File: src/rtl/rrbd_pkg.sv
`default_nettype none
package rrbd_pkg;

    localparam int ADDR_W    = 21;
    localparam int CNT_W     = 7;
    localparam int BYTE_W    = 8;
    localparam int FBW_W     = 11;
    localparam int POS_W     = 10;
    localparam int DIM_IN_W  = 11;
    localparam int STRIDE_W  = FBW_W + 1;
    localparam int CFG_IDX_W = 3;
    localparam int STAT_W    = 2;
    localparam int PH_W      = 2;

    localparam int DEF_MAX_DIM     = 1024;
    localparam int DEF_LENGTH_BITS = 24;

    localparam logic [CFG_IDX_W-1:0] REG_FB_WIDTH       = 3'd0;
    localparam logic [CFG_IDX_W-1:0] REG_RECT_LEFT      = 3'd1;
    localparam logic [CFG_IDX_W-1:0] REG_RECT_TOP       = 3'd2;
    localparam logic [CFG_IDX_W-1:0] REG_RECT_WIDTH     = 3'd3;
    localparam logic [CFG_IDX_W-1:0] REG_RECT_HEIGHT    = 3'd4;
    localparam logic [CFG_IDX_W-1:0] REG_COMPRESSED     = 3'd5;
    localparam logic [CFG_IDX_W-1:0] REG_PAYLOAD_LENGTH = 3'd6;

    localparam logic KIND_START = 1'b0;

    localparam logic [STAT_W-1:0] ST_BUSY = 2'd0;
    localparam logic [STAT_W-1:0] ST_OK   = 2'd1;
    localparam logic [STAT_W-1:0] ST_FAIL = 2'd2;

    localparam logic [PH_W-1:0] PH_CTRL = 2'd0;
    localparam logic [PH_W-1:0] PH_FILL = 2'd1;
    localparam logic [PH_W-1:0] PH_LIT  = 2'd2;

    typedef struct packed {
        logic              kind;
        logic [BYTE_W-1:0] data_byte;
    } in_item_t;

    typedef struct packed {
        logic [ADDR_W-1:0] write_address;
        logic [BYTE_W-1:0] write_value;
        logic [CNT_W-1:0]  write_count;
        logic [STAT_W-1:0] status;
        logic              last_of_item;
    } out_item_t;

    typedef struct packed {
        logic [FBW_W-1:0]    fb_width;
        logic [POS_W-1:0]    rect_left;
        logic [POS_W-1:0]    rect_top;
        logic [DIM_IN_W-1:0] rect_width;
        logic [DIM_IN_W-1:0] rect_height;
        logic                compressed;
    } cfg_t;

    typedef struct packed {
        logic ld_start;
        logic fin_start;
        logic dec_byte;
        logic emit;
    } dp_cmd_t;

    typedef struct packed {
        logic slot_free;
        logic seg_last;
    } dp_stat_t;

endpackage
`default_nettype wire

File: src/rtl/rle_rectangle_blit_decoder_top.sv
`default_nettype none
// Byte-RLE rectangle blit decoder. A start beat (kind 0) latches the register
// set and opens a frame; each payload beat (kind 1) yields one or more write
// segments for an RGB565 rectangle, the final one flagged last_of_item and
// carrying the frame status. Registers are written through cfg_we/cfg_index/
// cfg_data and take effect at the next start beat; write them only while idle.
// Sequence: a start beat passes through the setup multiply, then the address/size
// finish, then its empty result. A payload beat is decoded, then its results
// are emitted; a fill run crossing row ends yields one segment per row
// touched, in turn, from the single segment generator. A full output
// register that is not taken stalls segment generation. One beat is in work at
// a time.
module rle_rectangle_blit_decoder_top #(
    parameter int  MAX_DIM     = rrbd_pkg::DEF_MAX_DIM,
    parameter int  LENGTH_BITS = rrbd_pkg::DEF_LENGTH_BITS,
    localparam int CFG_W       = (LENGTH_BITS > rrbd_pkg::FBW_W) ? LENGTH_BITS
                                                                 : rrbd_pkg::FBW_W
) (
    input  wire logic                           clk,
    input  wire logic                           rst_n,
    input  wire logic                           in_valid,
    output logic                                in_ready,
    input  rrbd_pkg::in_item_t                  in_data,
    output logic                                out_valid,
    input  wire logic                           out_ready,
    output rrbd_pkg::out_item_t                 out_data,
    input  wire logic                           cfg_we,
    input  wire logic [rrbd_pkg::CFG_IDX_W-1:0] cfg_index,
    input  wire logic [CFG_W-1:0]               cfg_data
);
    import rrbd_pkg::*;

    cfg_t                   cfg;
    logic [LENGTH_BITS-1:0] payload_length;
    dp_cmd_t                cmd;
    dp_stat_t               stat;

    rrbd_cfg #(
        .LENGTH_BITS (LENGTH_BITS),
        .CFG_W       (CFG_W)
    ) u_cfg (
        .clk            (clk),
        .rst_n          (rst_n),
        .cfg_we         (cfg_we),
        .cfg_index      (cfg_index),
        .cfg_data       (cfg_data),
        .cfg            (cfg),
        .payload_length (payload_length)
    );

    rrbd_ctrl u_ctrl (
        .clk      (clk),
        .rst_n    (rst_n),
        .in_valid (in_valid),
        .in_kind  (in_data.kind),
        .in_ready (in_ready),
        .stat     (stat),
        .cmd      (cmd)
    );

    rrbd_dp #(
        .MAX_DIM     (MAX_DIM),
        .LENGTH_BITS (LENGTH_BITS)
    ) u_dp (
        .clk            (clk),
        .rst_n          (rst_n),
        .cfg            (cfg),
        .payload_length (payload_length),
        .in_byte        (in_data.data_byte),
        .cmd            (cmd),
        .stat           (stat),
        .out_ready      (out_ready),
        .out_valid      (out_valid),
        .out_data       (out_data)
    );

endmodule
`default_nettype wire

File: src/rtl/rrbd_cfg.sv
`default_nettype none
module rrbd_cfg #(
    parameter int LENGTH_BITS = 24,
    parameter int CFG_W       = 24
) (
    input  wire logic                           clk,
    input  wire logic                           rst_n,
    input  wire logic                           cfg_we,
    input  wire logic [rrbd_pkg::CFG_IDX_W-1:0] cfg_index,
    input  wire logic [CFG_W-1:0]               cfg_data,
    output rrbd_pkg::cfg_t                      cfg,
    output logic [LENGTH_BITS-1:0]              payload_length
);
    import rrbd_pkg::*;

    cfg_t                   cfg_reg, cfg_next;
    logic [LENGTH_BITS-1:0] len_reg, len_next;

    always_comb
    begin
        cfg_next = cfg_reg;
        len_next = len_reg;
        if (cfg_we)
        begin
            case (cfg_index)
                REG_FB_WIDTH:       cfg_next.fb_width    = cfg_data[FBW_W-1:0];
                REG_RECT_LEFT:      cfg_next.rect_left   = cfg_data[POS_W-1:0];
                REG_RECT_TOP:       cfg_next.rect_top    = cfg_data[POS_W-1:0];
                REG_RECT_WIDTH:     cfg_next.rect_width  = cfg_data[DIM_IN_W-1:0];
                REG_RECT_HEIGHT:    cfg_next.rect_height = cfg_data[DIM_IN_W-1:0];
                REG_COMPRESSED:     cfg_next.compressed  = cfg_data[0];
                REG_PAYLOAD_LENGTH: len_next             = cfg_data[LENGTH_BITS-1:0];
                default:            ;
            endcase
        end
    end

    always_ff @(posedge clk or negedge rst_n)
    begin
        if (!rst_n)
        begin
            cfg_reg.fb_width    <= FBW_W'(1);
            cfg_reg.rect_left   <= '0;
            cfg_reg.rect_top    <= '0;
            cfg_reg.rect_width  <= DIM_IN_W'(1);
            cfg_reg.rect_height <= DIM_IN_W'(1);
            cfg_reg.compressed  <= 1'b0;
            len_reg             <= '0;
        end
        else
        begin
            cfg_reg <= cfg_next;
            len_reg <= len_next;
        end
    end

    assign cfg            = cfg_reg;
    assign payload_length = len_reg;

endmodule
`default_nettype wire

File: src/rtl/rrbd_ctrl.sv
`default_nettype none
module rrbd_ctrl (
    input  wire logic         clk,
    input  wire logic         rst_n,
    input  wire logic         in_valid,
    input  wire logic         in_kind,
    output logic              in_ready,
    input  rrbd_pkg::dp_stat_t stat,
    output rrbd_pkg::dp_cmd_t  cmd
);
    import rrbd_pkg::*;

    localparam logic [1:0] S_IDLE  = 2'd0;
    localparam logic [1:0] S_START = 2'd1;
    localparam logic [1:0] S_PUT   = 2'd2;

    logic [1:0] state_reg, state_next;

    always_comb
    begin
        state_next = state_reg;
        cmd        = '0;
        in_ready   = 1'b0;
        case (state_reg)
            S_IDLE:
            begin
                in_ready = 1'b1;
                if (in_valid)
                begin
                    if (in_kind == KIND_START)
                    begin
                        cmd.ld_start = 1'b1;
                        state_next   = S_START;
                    end
                    else
                    begin
                        cmd.dec_byte = 1'b1;
                        state_next   = S_PUT;
                    end
                end
            end
            S_START:
            begin
                cmd.fin_start = 1'b1;
                state_next    = S_PUT;
            end
            S_PUT:
            begin
                if (stat.slot_free)
                begin
                    cmd.emit = 1'b1;
                    if (stat.seg_last)
                    begin
                        state_next = S_IDLE;
                    end
                end
            end
            default:
            begin
                state_next = S_IDLE;
            end
        endcase
    end

    always_ff @(posedge clk or negedge rst_n)
    begin
        if (!rst_n)
        begin
            state_reg <= S_IDLE;
        end
        else
        begin
            state_reg <= state_next;
        end
    end

endmodule
`default_nettype wire

File: src/rtl/rrbd_dp.sv
`default_nettype none
module rrbd_dp #(
    parameter int MAX_DIM     = 1024,
    parameter int LENGTH_BITS = 24
) (
    input  wire logic                        clk,
    input  wire logic                        rst_n,
    input  rrbd_pkg::cfg_t                   cfg,
    input  wire logic [LENGTH_BITS-1:0]      payload_length,
    input  wire logic [rrbd_pkg::BYTE_W-1:0] in_byte,
    input  rrbd_pkg::dp_cmd_t                cmd,
    output rrbd_pkg::dp_stat_t               stat,
    input  wire logic                        out_ready,
    output logic                             out_valid,
    output rrbd_pkg::out_item_t              out_data
);
    import rrbd_pkg::*;

    localparam int DIM_W  = $clog2(MAX_DIM + 1);
    localparam int ROW_W  = DIM_W + 1;
    localparam int AREA_W = 2 * DIM_W;
    localparam int TOT_W  = AREA_W + 1;
    localparam int CMP_W  = (LENGTH_BITS > TOT_W) ? LENGTH_BITS : TOT_W;
    localparam int SEG_W  = (ROW_W > CNT_W) ? ROW_W : CNT_W;
    localparam int PROD_W = POS_W + STRIDE_W;

    function automatic logic [DIM_W-1:0] clamp_dim(input logic [DIM_IN_W-1:0] v);
        logic [DIM_W-1:0] r;
        if (v == '0)
            r = DIM_W'(1);
        else if (int'(v) > MAX_DIM)
            r = DIM_W'(MAX_DIM);
        else
            r = DIM_W'(v);
        return r;
    endfunction

    // frame setup
    logic [LENGTH_BITS-1:0] frame_len_reg, frame_len_next;
    logic                   frame_comp_reg, frame_comp_next;
    logic [STRIDE_W-1:0]    stride_reg;
    logic [ROW_W-1:0]       row_bytes_reg;
    logic [AREA_W-1:0]      area_reg;
    logic [ADDR_W-1:0]      top_prod_reg;
    logic [POS_W-1:0]       left_reg;
    logic [ADDR_W-1:0]      row_jump_reg;

    // walk state
    logic [ADDR_W-1:0]      row_addr_reg, row_addr_next;
    logic [ROW_W-1:0]       row_rem_reg, row_rem_next;
    logic [TOT_W-1:0]       total_reg, total_next;
    logic [LENGTH_BITS-1:0] consumed_reg, consumed_next;
    logic                   rejected_reg, rejected_next;
    logic [PH_W-1:0]        phase_reg, phase_next;
    logic [CNT_W-1:0]       run_left_reg, run_left_next;
    logic [CNT_W-1:0]       put_n_reg, put_n_next;
    logic [BYTE_W-1:0]      put_v_reg;
    logic                   start_flag_reg, start_flag_next;
    logic                   end_frame_reg, end_frame_next;
    logic                   out_valid_reg, out_valid_next;
    out_item_t              out_data_reg;

    logic [DIM_W-1:0]       w_clamp, h_clamp;
    logic [STRIDE_W-1:0]    stride_in;
    logic [PROD_W-1:0]      top_prod;
    logic [TOT_W-1:0]       total_start;
    logic                   rejected_start;

    logic                   has_room;
    logic [LENGTH_BITS-1:0] consumed_inc;
    logic [CNT_W-1:0]       dec_n;
    logic [PH_W-1:0]        dec_phase;
    logic [CNT_W-1:0]       dec_run;

    logic [SEG_W-1:0]       n_ext, rr_ext;
    logic [CNT_W-1:0]       seg_cnt;
    logic                   active;
    logic [TOT_W-1:0]       total_after;
    logic [CNT_W-1:0]       put_n_after;
    logic [ROW_W-1:0]       rr_after;
    logic [ADDR_W-1:0]      addr_after;
    logic                   seg_last;
    logic [STAT_W-1:0]      end_status;
    out_item_t              seg_item;

    assign w_clamp   = clamp_dim(cfg.rect_width);
    assign h_clamp   = clamp_dim(cfg.rect_height);
    assign stride_in = {cfg.fb_width, 1'b0};
    assign top_prod  = PROD_W'(cfg.rect_top) * PROD_W'(stride_in);

    assign total_start    = {area_reg, 1'b0};
    assign rejected_start = !frame_comp_reg
                            && (CMP_W'(frame_len_reg) < CMP_W'(total_start));

    // payload byte decode
    assign has_room     = consumed_reg < frame_len_reg;
    assign consumed_inc = consumed_reg + LENGTH_BITS'(1);

    always_comb
    begin
        dec_n     = '0;
        dec_phase = phase_reg;
        dec_run   = run_left_reg;
        if (has_room)
        begin
            if (!frame_comp_reg)
            begin
                dec_n = rejected_reg ? '0 : CNT_W'(1);
            end
            else
            begin
                case (phase_reg)
                    PH_CTRL:
                    begin
                        dec_phase = in_byte[BYTE_W-1] ? PH_LIT : PH_FILL;
                        dec_run   = in_byte[CNT_W-1:0];
                    end
                    PH_FILL:
                    begin
                        dec_n     = run_left_reg;
                        dec_run   = '0;
                        dec_phase = PH_CTRL;
                    end
                    PH_LIT:
                    begin
                        dec_n = CNT_W'(1);
                        if (run_left_reg == '0)
                            dec_phase = PH_CTRL;
                        else
                            dec_run = run_left_reg - CNT_W'(1);
                    end
                    default:
                    begin
                        dec_phase = PH_CTRL;
                    end
                endcase
            end
        end
    end

    // one segment per emit, split at row ends
    assign n_ext       = SEG_W'(put_n_reg);
    assign rr_ext      = SEG_W'(row_rem_reg);
    assign seg_cnt     = CNT_W'((n_ext < rr_ext) ? n_ext : rr_ext);
    assign active      = (put_n_reg != '0) && (total_reg != '0);
    assign total_after = active ? (total_reg - TOT_W'(seg_cnt)) : total_reg;
    assign put_n_after = put_n_reg - seg_cnt;
    assign rr_after    = row_rem_reg - ROW_W'(seg_cnt);
    assign addr_after  = row_addr_reg + ADDR_W'(seg_cnt);
    assign seg_last    = !active || (put_n_after == '0) || (total_after == '0);

    always_comb
    begin
        if (start_flag_reg)
            end_status = (frame_len_reg == '0) ? ST_FAIL : ST_BUSY;
        else if (end_frame_reg)
            end_status = (total_after == '0) ? ST_OK : ST_FAIL;
        else
            end_status = ST_BUSY;
    end

    always_comb
    begin
        seg_item.write_address = active ? row_addr_reg : '0;
        seg_item.write_value   = active ? put_v_reg : '0;
        seg_item.write_count   = active ? seg_cnt : '0;
        seg_item.status        = seg_last ? end_status : ST_BUSY;
        seg_item.last_of_item  = seg_last;
    end

    always_comb
    begin
        frame_len_next  = frame_len_reg;
        frame_comp_next = frame_comp_reg;
        row_addr_next   = row_addr_reg;
        row_rem_next    = row_rem_reg;
        total_next      = total_reg;
        consumed_next   = consumed_reg;
        rejected_next   = rejected_reg;
        phase_next      = phase_reg;
        run_left_next   = run_left_reg;
        put_n_next      = put_n_reg;
        start_flag_next = start_flag_reg;
        end_frame_next  = end_frame_reg;

        if (cmd.ld_start)
        begin
            frame_len_next  = payload_length;
            frame_comp_next = cfg.compressed;
        end

        if (cmd.fin_start)
        begin
            row_addr_next   = top_prod_reg + ADDR_W'({left_reg, 1'b0});
            row_rem_next    = row_bytes_reg;
            total_next      = total_start;
            consumed_next   = '0;
            rejected_next   = rejected_start;
            phase_next      = PH_CTRL;
            run_left_next   = '0;
            put_n_next      = '0;
            start_flag_next = 1'b1;
            end_frame_next  = 1'b0;
        end

        if (cmd.dec_byte)
        begin
            start_flag_next = 1'b0;
            put_n_next      = dec_n;
            phase_next      = dec_phase;
            run_left_next   = dec_run;
            end_frame_next  = has_room && (consumed_inc == frame_len_reg);
            if (has_room)
                consumed_next = consumed_inc;
        end

        if (cmd.emit && active)
        begin
            put_n_next = put_n_after;
            total_next = total_after;
            if ((rr_after == '0) && (total_after != '0))
            begin
                row_addr_next = addr_after + row_jump_reg;
                row_rem_next  = row_bytes_reg;
            end
            else
            begin
                row_addr_next = addr_after;
                row_rem_next  = rr_after;
            end
        end
    end

    assign out_valid_next = cmd.emit ? 1'b1 : (out_ready ? 1'b0 : out_valid_reg);

    always_ff @(posedge clk or negedge rst_n)
    begin
        if (!rst_n)
        begin
            frame_len_reg  <= '0;
            frame_comp_reg <= 1'b0;
            row_addr_reg   <= '0;
            row_rem_reg    <= '0;
            total_reg      <= '0;
            consumed_reg   <= '0;
            rejected_reg   <= 1'b0;
            phase_reg      <= PH_CTRL;
            run_left_reg   <= '0;
            put_n_reg      <= '0;
            start_flag_reg <= 1'b0;
            end_frame_reg  <= 1'b0;
            out_valid_reg  <= 1'b0;
        end
        else
        begin
            frame_len_reg  <= frame_len_next;
            frame_comp_reg <= frame_comp_next;
            row_addr_reg   <= row_addr_next;
            row_rem_reg    <= row_rem_next;
            total_reg      <= total_next;
            consumed_reg   <= consumed_next;
            rejected_reg   <= rejected_next;
            phase_reg      <= phase_next;
            run_left_reg   <= run_left_next;
            put_n_reg      <= put_n_next;
            start_flag_reg <= start_flag_next;
            end_frame_reg  <= end_frame_next;
            out_valid_reg  <= out_valid_next;
        end
    end

    always_ff @(posedge clk)
    begin
        if (cmd.ld_start)
        begin
            stride_reg    <= stride_in;
            row_bytes_reg <= {w_clamp, 1'b0};
            area_reg      <= AREA_W'(w_clamp) * AREA_W'(h_clamp);
            top_prod_reg  <= ADDR_W'(top_prod);
            left_reg      <= cfg.rect_left;
        end
        if (cmd.fin_start)
        begin
            row_jump_reg <= ADDR_W'(stride_reg) - ADDR_W'(row_bytes_reg);
        end
        if (cmd.dec_byte)
        begin
            put_v_reg <= in_byte;
        end
        if (cmd.emit)
        begin
            out_data_reg <= seg_item;
        end
    end

    assign stat.slot_free = !out_valid_reg || out_ready;
    assign stat.seg_last  = seg_last;
    assign out_valid      = out_valid_reg;
    assign out_data       = out_data_reg;

    a_last_drains: assert property (@(posedge clk) disable iff (!rst_n)
        (cmd.emit && seg_last) |=> (put_n_reg == '0 || total_reg == '0))
        else $error("segment run not drained after last beat");

    a_row_nonempty: assert property (@(posedge clk) disable iff (!rst_n)
        (total_reg != '0) |-> (row_rem_reg != '0))
        else $error("row exhausted while rectangle unfinished");

    a_row_bound: assert property (@(posedge clk) disable iff (!rst_n)
        (total_reg != '0 && !cmd.fin_start && !start_flag_reg)
            |-> (row_rem_reg <= row_bytes_reg))
        else $error("row remainder exceeds row size");

    a_ctrl_run: assert property (@(posedge clk) disable iff (!rst_n)
        (phase_reg == PH_CTRL) |-> (run_left_reg == '0))
        else $error("run count left over in control phase");

endmodule
`default_nettype wire
File: config.mk
export PLATFORM = sky130hd
export DESIGN_NAME = rle_rectangle_blit_decoder_top
export DESIGN_NICKNAME = d
export VERILOG_FILES = /design/src/rtl/rrbd_pkg.sv /design/src/rtl/rle_rectangle_blit_decoder_top.sv /design/src/rtl/rrbd_cfg.sv /design/src/rtl/rrbd_ctrl.sv /design/src/rtl/rrbd_dp.sv
export SDC_FILE = /design/constraint.sdc
export NUM_CORES = 1
export LEC_CHECK = 0
export ABC_AREA = 1
export BUFFER_PORTS_ARGS = -buffer_cell sky130_fd_sc_hd__buf_2
export CORE_AREA = 2 2 228 230
export DETAILED_ROUTE_END_ITERATION = 7
export DIE_AREA = 0 0 230 232
export PLACE_DENSITY = 0.71
export SETUP_SLACK_MARGIN = 0.2
export SLEW_MARGIN = 10
export SYNTH_ARGS = -nofsm -noshare
export SYNTH_HDL_FRONTEND = slang
export SYNTH_HIERARCHICAL = 1
export SYNTH_SLANG_ARGS = --single-unit
File: constraint.sdc
create_clock -name clk -period 9 [get_ports clk]
set_clock_uncertainty 0.1 [all_clocks]
set_input_delay 1.35 -clock clk [delete_from_list [all_inputs] [get_ports clk]]
set_output_delay 1.35 -clock clk [all_outputs]
set_load 0.01 [all_outputs]
### Yosys cells after proc, flatten, opt, wreduce, memory -nomap -nowiden

Cells that the tools add are included.
Widths: inputs -> output; s select.

| word-level totals | value |
|---|---|
| register bits after elaboration | 347 |
| bits in latches | 0 |
| RAM bits | 0 |
| memory bits (read-only) | 0 |
| input bits | 41 |
| output and inout port bits | 41 |
| memories | 0 |

| operators by class | value |
|---|---|
| $add $sub $neg | 9 |
| multipliers | 2 |
| div/mod/pow operators | 0 |
| order comparisons | 5 |
| equal/unequal tests | 19 |
| shift-type cells | 0 |
| mux-type cells | 61 |
| bitwise operators | 0 |
| reductions and logical operators | 38 |

Operator list:

| kind | number |
|---|---|
| $mux 24 | 3 |
| $mux 7 | 10 |
| $mux 23 | 3 |
| $mux 21 | 3 |
| $reduce_bool 23->1 | 2 |
| $mux 11 | 4 |
| $mux 12 | 3 |
| $mux 2 | 14 |
| $add 24x1->24 const B | 1 |
| $eq 24x24->1 | 1 |
| $logic_not 24->1 | 1 |
| $lt 24x23->1 | 1 |
| $lt 24x24->1 | 1 |
| $logic_not 23->1 | 1 |
| $sub 23x7->23 | 1 |
| $gt 11x11->1 const B | 2 |
| $logic_not 11->1 | 2 |
| $mul 11x11->22 | 1 |
| $add 21x11->21 | 1 |
| $add 21x21->21 | 1 |
| $add 21x7->21 | 1 |
| $pmux 7 s3 | 1 |
| $mul 10x11->20 | 1 |
| $mux 1 | 17 |
| 32 further kinds | 58 |

### Logic depth before layout (Yosys ltp)

| logic depth | value |
|---|---|
| depth after elaboration | 9 |
| gate-level depth with buffers | 37 |
| depth with buffers taken out | 37 |

### Hierarchy

The synthesis kept the hierarchy.

By module, submodules not included:

| module | times used | cells an instance | area an instance (um^2) |
|---|---|---|---|
| rrbd_dp | 1 | 3,054 | 24,379.6 |
| rrbd_cfg | 1 | 351 | 3,096.7 |
| rrbd_ctrl | 1 | 19 | 123.9 |

### Worst setup path before layout

No wires, ideal clock.

| timing | value |
|---|---|
| kind | input port to flip-flop |
| from | input in_data[8] (netlist bit) |
| to | register u_dp.frame_comp_reg |
| library setup time | 83 ps |
| arrival time | 7,479 ps |
| data required time | 8,817 ps |
| slack | 1,338 ps |
| cell stages on the path | 5 |
| path buffers | 2 |
| path through | nor3_1 -> clkbuf_1 -> clkbuf_1 -> nand2_1 -> o21ai_0 |

| between the ends | value |
|---|---|
| longest elaborated chain between the ends | 3 |

Ends and longest elaborated chain:

| what | line | RTL |
|---|---|---|
| from (decl) | rle_rectangle_blit_decoder_top.sv:23 | `input rrbd_pkg::in_item_t in_data,` |
| $mux 1 | rrbd_ctrl.sv:30 | `if (in_kind == KIND_START)` |
| $mux 1 | rrbd_ctrl.sv:28 | `if (in_valid)` |
| $mux 1 | rrbd_ctrl.sv:24 | `case (state_reg)` |
| to (signal assigned) | rrbd_dp.sv:257 | `frame_comp_reg <= frame_comp_next;` |
| to (decl) | rrbd_dp.sv:40 | `logic frame_comp_reg, frame_comp_next;` |

Every way passes these cells.
A chain may end at the register's enable or synchronous reset.

### Final worst setup path

| timing | value |
|---|---|
| from | register u_cfg.cfg_reg (netlist bit u_cfg/cfg[16]) |
| to | register u_dp.area_reg[21] (data pin) |

| between the ends | value |
|---|---|
| longest elaborated chain between the ends | 4 |
| elaborated cells between the ends (all ways) | 5 |
| classes of those cells | 1 x mul; 1 x order compare; 2 x mux; 1 x reduce/logical |

Ends and longest elaborated chain:

| what | line | RTL |
|---|---|---|
| from (decl) | rrbd_cfg.sv:16 | `cfg_t cfg_reg, cfg_next;` |
| from (signal assigned) | rrbd_cfg.sv:52 | `cfg_reg <= cfg_next;` |
| $gt 11x11->1 | rrbd_dp.sv:31 | `else if (int'(v) > MAX_DIM)` |
| $mux 11 | rrbd_dp.sv:31 |  |
| $mux 11 * | rrbd_dp.sv:29 | `if (v == '0)` |
| via u_dp.w_clamp[3] | rrbd_dp.sv:63 | `logic [DIM_W-1:0] w_clamp, h_clamp;` |
| $mul 11x11->22 * | rrbd_dp.sv:278 | `area_reg <= AREA_W'(w_clamp) * AREA_W'(h_clamp);` |
| to (signal assigned) | rrbd_dp.sv:278 |  |
| to (decl) | rrbd_dp.sv:43 | `logic [AREA_W-1:0] area_reg;` |

Mark *: on every way through the listed nets, which the timed path passes. The rest lies on a longest branch.

==> impl_metrics.env <==
export IMPL_stdcell_area_um2=29970
export IMPL_status="completed"
export IMPL_cts_tree="yes"
export IMPL_wl_mm=69.87
export IMPL_overflow=0
export IMPL_required_ns=9.19
export IMPL_num_rows=83
export IMPL_area_growth_pct=8.590
export IMPL_ir_drop_mv=0.1694
export IMPL_cp_buffers_inverters=3
export IMPL_cp_top_family="adder cells"
export IMPL_ant_nets=0
export IMPL_synth_cell_types=59
export IMPL_cp_num_cells=25
export IMPL_drive_gt1_frac=0.06393
export IMPL_hold_path_class="register to register"
export IMPL_postCtsHoldBufs=0
export IMPL_antenna_cells=0
export IMPL_pre_cts_ws_ns=1.988
export IMPL_crit_path_end_kind="register"
export IMPL_r2r_end="u_dp/area_reg[21]"
export IMPL_fmax_ghz=0.1409
export IMPL_maxSlewHeadroom=0.2682
export IMPL_io_pins=82
export IMPL_fin_nets=3905
export IMPL_firstDrtPassIters=6
export IMPL_post_route_drc_count=0
export IMPL_synth_nets=3858
export IMPL_min_path_cells=0
export IMPL_max_stage_delay_ns=0.55
export IMPL_vias=22500
export IMPL_cts_root_buf="clkbuf_16"
export IMPL_fp_dieW_um=230
export IMPL_finalSetupViolations=0
export IMPL_ctsResizeCount=0
export IMPL_r2r_slack_ns=1.90
export IMPL_synthFlopType="dfrtp_1"
export IMPL_slew_viol_final=0
export IMPL_synth_async_sr_flop_share=0.6065
export IMPL_period_needed_ns=7.095
export IMPL_dp_hpwl_mm=53.26
export IMPL_utilization=0.5890
export IMPL_dieHeight_um=232
export IMPL_grt_pass1_wl_mm=113.3
export IMPL_drt_iter0_markers=1760
export IMPL_cts_made_buffers=42
export IMPL_worstRegToRegCells=25
export IMPL_grt_setup_unrepaired="no"
export IMPL_yosysSeqAreaShare=0.3307
export IMPL_drt_vias_per_instance=5.377
export IMPL_synth_enable_flop_cells=133
export IMPL_rr_startpoint="u_cfg/cfg[16]"
export IMPL_crit_slowest_cell="fa_1"
export IMPL_synth_top_area_cell="dfrtp_1"
export IMPL_wire_per_inst_um=16.70
export IMPL_pwr_density_cell_nw_per_um2=338.5
export IMPL_initial_core_util=0.5424
export IMPL_synth_area_per_cell_um2=8.061
export IMPL_clk_pin_slew_ns=0.06
export IMPL_cts_setup_buffers=0
export IMPL_largest_reg_flops=54
export IMPL_crit_arrival_ns=7.28
export IMPL_yosysWarnings=6
export IMPL_p_switching_uw=4801
export IMPL_ys_ff_latch=338
export IMPL_nFillCells=4735
export IMPL_combPwrFrac=0.567
export IMPL_swShare=0.4731
export IMPL_grt_usage=0.2669
export IMPL_min_to="u_dp/left_reg[5]"
export IMPL_p_seq_frac=0.262
export IMPL_numPortBuffers=81
export IMPL_cp_max_fo=7
export IMPL_fin_ws_ns=1.905
export IMPL_cts_path_max_buffers=3
export IMPL_hold_start="u_cfg/cfg[38]"
export IMPL_syn_inst=3424
export IMPL_syn_area_um2=27600
export IMPL_maxCapViolations=0
export IMPL_clk_latency_ns=0.57
export IMPL_design_die_area_um2=53360
export IMPL_hold_viol_final=0
export IMPL_p_int_uw=5346
export IMPL_place_area_um2=28550
export IMPL_cts_max_level=2
export IMPL_antenna_found_initial=1
export IMPL_coreArea_um2=50890
export IMPL_critPathKind="register to register"
export IMPL_yosysTopAreaCellShare=0.1831
export IMPL_grt_max_degree=84
export IMPL_synthTopCellsByArea="dfrtp_1 (18%), edfxtp_1 (14%), nand2_1 (11%)"
export IMPL_p_clk_frac=0.171
export IMPL_worstMarginPinSlew_ns=1.091
export IMPL_fin_tns_setup_ns=0
export IMPL_fin_crit_sh=0.7883
export IMPL_grt_pass1_vias=21320
export IMPL_place_congestion=0.9566
export IMPL_cp_start_kind="register"
export IMPL_cts_sinks=338
export IMPL_p_leak_uw=0.01546
## power groups by stage
stage	clock, uW	sequential, uW	combinational (uW)
floorplan	0	2530	4410
global placement	0	2660	5600
detailed placement	0	2670	5680
CTS	1770	2640	5730
global route	1830	2710	6590
finish	1740	2650	5760
## cell usage in the layout (no fill, tap or decap), drive strengths merged, types with 2 or more instances in the layout
cell type / synthesis / final
o2111ai: 2 / 2
xor2: 114 / 114
clkinv: 4 / 19
xnor2: 32 / 32
a31oi: 4 / 4
edfxtp: 133 / 133
nand3: 244 / 244
buf: 39 / 94
and2: 3 / 3
o21bai: 9 / 9
or2: 8 / 8
o221ai: 11 / 11
o211ai: 24 / 24
o31ai: 8 / 8
inv: 600 / 604
dfrtp: 202 / 202
nor2: 273 / 273
nor4: 11 / 11
nor3b: 2 / 2
o22ai: 4 / 4
fa: 156 / 156
nand4: 49 / 49
nand3b: 4 / 4
bufinv: 0 / 4
dfstp: 3 / 3
nand2: 847 / 847
a22oi: 2 / 2
a211oi: 7 / 7
clkbuf: 52 / 53
ha: 237 / 237
a31o: 2 / 2
a21oi: 133 / 133
a21o: 7 / 7
o21ai: 157 / 157
nor3: 28 / 28
a21boi: 6 / 6
## kinds of logic after synthesis
family / synth area share
simple gates: 0.2254
buf+inv: 0.09792
flops: 0.3307
mux: 0.0004080
xor+xnor: 0.04633
compound gates: 0.07865
fa+ha+maj: 0.2206
## routing by layer
metal / part of all wire / track usage
met2: 0.44 / 0.4081
met5: 0 / 0
met3: 0.067 / 0.04224
met1: 0.47 / 0.3958
met4: 0.024 / 0.06895
## worst max-delay path by stage
stage,from,end,slack (ns)
floorplan,in_data[8],u_dp/frame_comp_reg,1.34
global placement,u_cfg/cfg[16],u_dp/area_reg[21],2.16
CTS,u_cfg/cfg[16],u_dp/area_reg[21],1.95
detailed placement,u_cfg/cfg[16],u_dp/area_reg[21],1.99
finish,u_cfg/cfg[16],u_dp/area_reg[21],1.90
global route,u_cfg/cfg[16],u_dp/area_reg[21],1.38
## per-stage QoR
step | hold WS [ns] | total power [uW] | cells
floorplan | 0.3253 | 6949 | 3424
global route | 0.3615 | 11120 | 4184
CTS | 0.3430 | 10150 | 4184
detailed placement | 0.3345 | 8350 | 4107
finish | 0.3469 | 10150 | 4184
global placement | 0.3316 | 8262 | 4107
## synth_stat cells (5+ instances only)
| library cell | instances |
|---|---|
| a211oi_1 | 7 |
| a21boi_0 | 6 |
| a21o_1 | 7 |
| a21oi_1 | 132 |
| buf_1 | 7 |
| buf_2 | 22 |
| buf_6 | 7 |
| clkbuf_1 | 52 |
| dfrtp_1 | 202 |
| edfxtp_1 | 133 |
| fa_1 | 156 |
| ha_1 | 237 |
| inv_1 | 593 |
| inv_2 | 6 |
| nand2_1 | 840 |
| nand3_1 | 237 |
| nand3_2 | 6 |
| nand4_1 | 49 |
| nor2_1 | 257 |
| nor2_2 | 11 |
| nor2_4 | 5 |
| nor3_1 | 28 |
| nor4_1 | 11 |
| o211ai_1 | 20 |
| o21ai_0 | 144 |
| o21ai_1 | 11 |
| o21bai_1 | 9 |
| o221ai_1 | 11 |
| o31ai_1 | 8 |
| or2_2 | 7 |
| xnor2_1 | 32 |
| xor2_1 | 114 |
## final cells by class
class	count	area, um^2	area share
clock buffer	53	1185	0.03953
clock inverter	24	237.7	0.007932
inverter	604	2270	0.07573
multi-input combinational	2391	15790	0.5268
sequential	338	9128	0.3045
tap	680	850.8	0.02839
timing repair buffer	94	513.0	0.01712
Power figures use the tool's default switching activity.
